<file path="src/design/fixed_point_dense_neuron_macros.svh">
// Assertion macros used by the neuron design file.
`ifndef FIXED_POINT_DENSE_NEURON_MACROS_SVH
`define FIXED_POINT_DENSE_NEURON_MACROS_SVH

`ifndef SYNTHESIS
// Same-cycle implication, disabled while reset is asserted.
`define FPDN_ASSERT_NOW(label, clk, rst_n, ante, cons) \
	label: assert property (@(posedge clk) disable iff (!(rst_n)) (ante) |-> (cons)) \
		else $error("assertion failed");
// Next-cycle implication, disabled while reset is asserted.
`define FPDN_ASSERT_NEXT(label, clk, rst_n, ante, cons) \
	label: assert property (@(posedge clk) disable iff (!(rst_n)) (ante) |=> (cons)) \
		else $error("assertion failed");
`else
`define FPDN_ASSERT_NOW(label, clk, rst_n, ante, cons)
`define FPDN_ASSERT_NEXT(label, clk, rst_n, ante, cons)
`endif

`endif

</file>
<file path="src/design/fpdn_pkg.sv">
package fpdn_pkg;

	localparam int unsigned DATA_W  = 32;
	localparam int unsigned ACC_W   = 64;
	localparam int unsigned OUT_W   = 28;
	localparam int unsigned Q_SHIFT = 20;
	localparam int unsigned QUO_W   = ACC_W - Q_SHIFT;

	// +/-100.0 in Q20
	localparam logic [OUT_W-1:0] CLAMP_MAG = OUT_W'(104857600);

endpackage

</file>
<file path="src/design/fixed_point_dense_neuron.sv">
// An accepted last item goes through stage 1 and stage 2 to the neuron_value register.
// Throughput: one weight/activation pair per cycle unless stalled; the accumulate loop
// is one 64-bit add fed by a registered 32x32 product, so pairs stream back to back.
// Input stalls only when a last item waits and both result registers are held.
// Reset (arst_n low, asynchronous): accumulator, valids and relu_q clear to zero.
module fixed_point_dense_neuron (
	input  logic                                clk,
	input  logic                                arst_n,
	// input item channel
	input  logic                                in_valid,
	output logic                                in_stall,
	input  logic signed [fpdn_pkg::DATA_W-1:0] weight,
	input  logic signed [fpdn_pkg::DATA_W-1:0] activation,
	input  logic signed [fpdn_pkg::DATA_W-1:0] bias,
	input  logic                                last,
	// result channel
	output logic                                out_valid,
	input  logic                                out_stall,
	output logic signed [fpdn_pkg::OUT_W-1:0]  neuron_value,
	// configuration write channel
	input  logic                                cfg_valid,
	output logic                                cfg_ready,
	input  logic                                relu_enable
);
	import fpdn_pkg::*;
	`include "fixed_point_dense_neuron_macros.svh"

	// Stage 1: registered product of the accepted pair
	logic                     v_s1;
	logic                     last_s1;
	logic signed [ACC_W-1:0]  prod_s1;
	logic signed [DATA_W-1:0] bias_s1;

	// Stage 2: finished dot product plus bias, waiting for the output stage
	logic                     v_s2;
	logic        [ACC_W-1:0]  sum_s2;

	logic        [ACC_W-1:0]  acc_q;
	logic                     relu_q;
	logic                     out_valid_q;
	logic        [OUT_W-1:0]  out_q;

	logic                     out_load;
	logic                     s2_load;
	logic                     s1_adv;
	logic                     in_take;
	logic        [ACC_W-1:0]  bias_term;
	logic        [ACC_W-1:0]  acc_next;

	// Handshake: the output register loads when empty or being taken; stage 2 frees
	// when it moves on; stage 1 only blocks on a last item with stage 2 still full.
	assign out_load = !out_valid_q || !out_stall;
	assign s2_load  = !v_s2 || out_load;
	assign s1_adv   = !(last_s1 && !s2_load);
	assign in_stall = v_s1 && !s1_adv;
	assign in_take  = in_valid && !in_stall;

	assign cfg_ready = 1'b1;

	// Bias is scaled by 2^20 and folded in on the last transaction only.
	assign bias_term = last_s1 ?
		{{(ACC_W-DATA_W-Q_SHIFT){bias_s1[DATA_W-1]}}, bias_s1, {Q_SHIFT{1'b0}}} :
		'0;
	assign acc_next  = acc_q + prod_s1 + bias_term;

	always_ff @(posedge clk or negedge arst_n) begin
		if (!arst_n) begin
			relu_q <= 1'b0;
		end else if (cfg_valid && cfg_ready) begin
			relu_q <= relu_enable;
		end
	end

	// Stage 1: hold while stalled, otherwise take the next pair or go empty.
	always_ff @(posedge clk or negedge arst_n) begin
		if (!arst_n) begin
			v_s1    <= 1'b0;
			last_s1 <= 1'b0;
		end else if (!v_s1 || s1_adv) begin
			v_s1    <= in_take;
			last_s1 <= in_take && last;
		end
	end

	always_ff @(posedge clk) begin
		if (in_take) begin
			prod_s1 <= weight * activation;
			bias_s1 <= bias;
		end
	end

	// Accumulate; a last transaction hands the sum to stage 2 and clears the accumulator.
	always_ff @(posedge clk or negedge arst_n) begin
		if (!arst_n) begin
			acc_q <= '0;
			v_s2  <= 1'b0;
		end else begin
			if (v_s1 && s1_adv) begin
				acc_q <= last_s1 ? '0 : acc_next;
			end
			if (s2_load) begin
				v_s2 <= v_s1 && s1_adv && last_s1;
			end
		end
	end

	always_ff @(posedge clk) begin
		if (s2_load && v_s1 && last_s1) begin
			sum_s2 <= acc_next;
		end
	end

	// Output stage: divide by 2^20 toward zero (shift the magnitude), clamp, ReLU.
	logic              sum_neg;
	logic [ACC_W-1:0]  sum_mag;
	logic [QUO_W-1:0]  quo;
	logic [OUT_W-1:0]  quo_sat;
	logic [OUT_W-1:0]  result;

	always_comb begin
		sum_neg = sum_s2[ACC_W-1];
		sum_mag = sum_neg ? (~sum_s2 + ACC_W'(1)) : sum_s2;
		quo     = sum_mag[ACC_W-1:Q_SHIFT];
		quo_sat = (quo > QUO_W'(CLAMP_MAG)) ? CLAMP_MAG : quo[OUT_W-1:0];
		if (sum_neg && (quo_sat != '0)) begin
			result = relu_q ? '0 : (~quo_sat + OUT_W'(1));
		end else begin
			result = quo_sat;
		end
	end

	always_ff @(posedge clk or negedge arst_n) begin
		if (!arst_n) begin
			out_valid_q <= 1'b0;
		end else if (out_load) begin
			out_valid_q <= v_s2;
		end
	end

	always_ff @(posedge clk) begin
		if (out_load && v_s2) begin
			out_q <= result;
		end
	end

	assign out_valid    = out_valid_q;
	assign neuron_value = out_q;

	// The accumulator starts fresh after every neuron.
	`FPDN_ASSERT_NEXT(a_acc_clear, clk, arst_n, v_s1 && s1_adv && last_s1, acc_q == '0)
	// Results stay inside the +/-100.0 clamp.
	`FPDN_ASSERT_NOW(a_clamp, clk, arst_n, out_valid,
		($signed(neuron_value) <= $signed(CLAMP_MAG)) &&
		($signed(neuron_value) >= -$signed(CLAMP_MAG)))
	// With ReLU on, no negative value leaves the block.
	`FPDN_ASSERT_NOW(a_relu, clk, arst_n, out_valid && relu_q, !neuron_value[OUT_W-1])
	// Input backpressure comes only from a last item blocked behind full result stages.
	`FPDN_ASSERT_NOW(a_stall_cause, clk, arst_n, in_stall, v_s1 && last_s1 && v_s2 && out_valid_q)

endmodule

</file>
<file path="config.mk">
export PLATFORM = sky130hd
export DESIGN_NAME = fixed_point_dense_neuron
export DESIGN_NICKNAME = d
export VERILOG_FILES = /design/src/design/fpdn_pkg.sv /design/src/design/fixed_point_dense_neuron.sv
export VERILOG_INCLUDE_DIRS = /design/src /design/src/design
export SDC_FILE = /design/constraint.sdc
export NUM_CORES = 2
export LEC_CHECK = 0
export BUFFER_PORTS_ARGS = -buffer_cell sky130_fd_sc_hd__buf_2
export CAP_MARGIN = 5
export CORE_ASPECT_RATIO = 1.4
export CORE_MARGIN = 1
export CORE_UTILIZATION = 35
export DETAILED_ROUTE_END_ITERATION = 8
export GPL_ROUTABILITY_DRIVEN = 1
export HOLD_SLACK_MARGIN = 0.12
export PLACE_DENSITY = 0.57
export SLEW_MARGIN = 20
export SYNTH_ARGS = -nofsm -noshare
export SYNTH_HDL_FRONTEND = slang
export SYNTH_SLANG_ARGS = --single-unit
</file>
<file path="constraint.sdc">
create_clock -name clk -period 6.1 [get_ports clk]
set_input_delay 0.61 -clock clk [delete_from_list [all_inputs] [get_ports clk]]
set_output_delay 0.61 -clock clk [all_outputs]
set_load 0.02 [all_outputs]
</file>
==> impl_metrics.tcl <==
set metrics [dict create \
    numClockSinks 257 \
    hold_depth 1 \
    use_met3 0.0163 \
    antenna_found_initial 8 \
    fill_cells 14200 \
    dr.first_iter.drc_count 1931 \
    grt_max_degree 97 \
    maximum_root_to_sink_buffer_count 3 \
    netlist_instances 5260 \
    grt_use_total 0.210 \
    drive_above_1_share 0.190 \
    clkSlewWorstSetupHoldPaths_ns 0.07 \
    htree_levels 1 \
    design.core.area_um2 146000 \
    violations "negative setup slack" \
    worst_clock_skew_ns 0.0258 \
    shortest_period_the_worst_path_allows_ns 7.39 \
    use_met1 0.250 \
    r2r_setup_slack_ns 0.36 \
    worst_pin_slew_ns 1.02 \
    synth.avg_cell_area_um2 9.84 \
    cp_common_cell "sky130_fd_sc_hd__fa_1" \
    synth-edff-count 188 \
    ctsRootBufferMaster "sky130_fd_sc_hd__clkbuf_16" \
    vias_per_cell 4.98 \
    wl_per_cell_um 20.0 \
    detail_route.first_pass.iterations 5 \
    tritoncts "yes" \
    async_flop_share 0.268 \
    antenna_left 0 \
    floorplan.initialDensity 0.353 \
    drv.max_cap_violation_count 0 \
    r2r_depth 21 \
    ioPinCount 134 \
    dp.cells 7542 \
    sum_of_overflow_across_all_layers_after_global_routing 0 \
    cp.required_ns 6.42 \
    timing_hold_violations_final 0 \
    synth-seq-cells 257 \
    category_of_the_critical_setup_timing_path "in2reg" \
    final_nets 7212 \
    setup_ws_ns -1.29 \
    syn_nets 6756 \
    die_x_um 327 \
    setup.worst_path.start "weight[21]" \
    portbufs 132 \
    std_cell_rows 166 \
    holdCritPathClass "in2reg" \
    cts_made_buffers 29 \
    final-instance-count-excl-fill 7673 \
    slew_violations 0 \
    first_global_vias 42800 \
    largest_incremental_delay_on_the_critical_path_ns 0.56 \
    run_status "finished, violations left" \
    dp_hpwl_mm 130 \
    top_flip_flop_cell_by_instance_count_after_synthesis "sky130_fd_sc_hd__edfxtp_1" \
    end_kind "register" \
    tightest_slew_margin_relative_to_the_limit 0.316 \
    synth_top_cell_area_share 0.436 \
    synth.distinct_cells 101 \
    worst_path_max_delay_cell "sky130_fd_sc_hd__fa_2" \
    synth_area_leaders "sky130_fd_sc_hd__fa_1 44%, sky130_fd_sc_hd__edfxtp_1 11%, sky130_fd_sc_hd__inv_1 7.4%, sky130_fd_sc_hd__and2_1 6.6%, sky130_fd_sc_hd__ha_1 6.5%" \
    die-area_um2 149000 \
    post_synth_instance_area_um2 51700 \
    min-delay-start "bias[31]" \
    multiInputGateArea_um2 40700 \
    final.period_utilization 1.21 \
    crit_path_max_fanout 4 \
    highest_attainable_clock_frequency_mhz 135 \
    drt_drc_violations_left 0 \
    worst_r2r_startpoint "sum_s2[3]" \
    finalSetupViolCount 43 \
    final-seq-area_um2 7370 \
    total_routed_length_mm 154 \
    unrepaired_setup_endpoints_after_global_routing "true" \
    ys_warn_count 0 \
    synth.largest_area_cell "sky130_fd_sc_hd__fa_1" \
    worst_skew_pair.late_latency_ns 0.57 \
    layout.cells.most_common "sky130_fd_sc_hd__fa_1" \
    met2_usage 0.383 \
    floorplan.die.height_um 457 \
    area_growth_pct 19.0 \
    gp_congestion 0.915 \
    most-common-layout-cells "1052 x sky130_fd_sc_hd__fa_1, 993 x sky130_fd_sc_hd__inv_1, 603 x sky130_fd_sc_hd__nand2_1" \
    worst_r2r_endpoint "neuron_value[15]" \
    global_route.peak_usage_layer "met2" \
    min_delay_endpoint "bias_s1[31]" \
    ys_seq_area_frac 0.142 \
    wire_length_of_the_first_global_routing_pass_mm 243 \
    arrival_ns 7.71 \
    setup.worst_path.start_class "input pin" \
    vias 38200 \
]
per-layer routing:
metal / vias to the layer above / share of wire
met5: - / 0.00014
li1: 17100 / -
met2: 959 / 0.52
met1: 19800 / 0.40
met3: 346 / 0.036
met4: 4 / 0.052
repair_timing:
item,in CTS,in global routing
gates cloned,7,0
hold endpoints to repair,21,0
pin swaps,161,44
resized for setup,364,91
hold buffers,1,0
setup endpoints to repair,50,49
buffers inserted,62,15
registers in the layout (all words and copies together), names as in the netlist, 28 cells and up:
signal / flops
acc_q: 64
sum_s2: 64
bias_s1: 32
prod_s1: 64
neuron_value: 28
stage by stage:
step | TNS, ns | setup WS [ns] | util | hold WS [ns] | cell area [um2]
final | -33.98 | -1.29 | 0.421 | 0.213 | 61600
after global routing | -42.09 | -1.51 | 0.421 | 0.191 | 61600
after CTS | -31.07 | -1.34 | 0.418 | 0.185 | 61100
after detailed placement | -83.87 | -2.46 | 0.397 | 0.460 | 58200
after global placement | -82.34 | -2.46 | 0.397 | 0.454 | 58200
after floorplan | -31.80 | -1.52 | - | 0.314 | 52600
final cells by class:
type | count | area share
Timing Repair Buffer | 696 | 0.100
Tap cell | 1932 | 0.0393
Clock buffer | 35 | 0.0130
Antenna cell | 3 | 0.000122
Multi-Input combinational cell | 3707 | 0.661
Clock inverter | 18 | 0.00376
Inverter | 1025 | 0.0625
Sequential cell | 257 | 0.120
worst max path at each step:
stage	slack, ns	cells past startpoint	end
6_report	-1.29	31	prod_s1[60]
5_1_grt	-1.51	27	prod_s1[60]
4_1_cts	-1.34	28	prod_s1[60]
3_5_place_dp	-2.46	25	prod_s1[60]
3_3_place_gp	-2.46	28	prod_s1[60]
2_1_floorplan	-1.52	26	prod_s1[61]
worst max-delay path, delay by kind of cell:
kind / cells / cell delay (ns)
fa+ha+maj: 9 / 4.08
compound gates: 9 / 1.68
simple gates: 3 / 0.39
xor+xnor: 1 / 0.08
buf+inv: 9 / 0.88
logic make-up after synthesis:
family / synth area share
AO/OA/AOI/OAI: 0.0782
XOR/XNOR: 0.0281
adder cells (fa/ha/maj): 0.500
buffers and inverters: 0.0953
flip-flops: 0.142
multiplexers: 0.00256
other: 0.0000725
AND/OR/NAND/NOR: 0.153
synth_stat cells, types with 6 or more instances:
cell                       number
sky130_fd_sc_hd__nand2_1      623
sky130_fd_sc_hd__inv_1       1024
sky130_fd_sc_hd__o21ai_0       97
sky130_fd_sc_hd__o31ai_1       15
sky130_fd_sc_hd__ha_1         267
sky130_fd_sc_hd__o211ai_1      11
sky130_fd_sc_hd__a21o_1        69
sky130_fd_sc_hd__or2_2         10
sky130_fd_sc_hd__buf_1          6
sky130_fd_sc_hd__o21bai_1      31
sky130_fd_sc_hd__and3_1        14
sky130_fd_sc_hd__buf_6          6
sky130_fd_sc_hd__or3_1         14
sky130_fd_sc_hd__o31a_1         7
sky130_fd_sc_hd__xor2_1        59
sky130_fd_sc_hd__o21ai_1        7
sky130_fd_sc_hd__edfxtp_1     188
sky130_fd_sc_hd__fa_1        1126
sky130_fd_sc_hd__nor4_1        12
sky130_fd_sc_hd__a211o_1        7
sky130_fd_sc_hd__dfrtp_1       69
sky130_fd_sc_hd__o21a_1         9
sky130_fd_sc_hd__a22o_1        58
sky130_fd_sc_hd__nand2b_1      26
sky130_fd_sc_hd__nand3_1       43
sky130_fd_sc_hd__o22ai_1        6
sky130_fd_sc_hd__nor2_1       109
sky130_fd_sc_hd__a21oi_1      156
sky130_fd_sc_hd__nor2b_1       37
sky130_fd_sc_hd__a31oi_1       24
sky130_fd_sc_hd__nand4_1       29
sky130_fd_sc_hd__nor3_1        31
sky130_fd_sc_hd__buf_2          8
sky130_fd_sc_hd__clkbuf_1     248
sky130_fd_sc_hd__xnor2_1      105
sky130_fd_sc_hd__a211oi_1      24
sky130_fd_sc_hd__and2_1       548
Power is left out: the tool's default activity adds up to more than one toggle a clock period on the data nets, which glitch-free logic cannot reach.
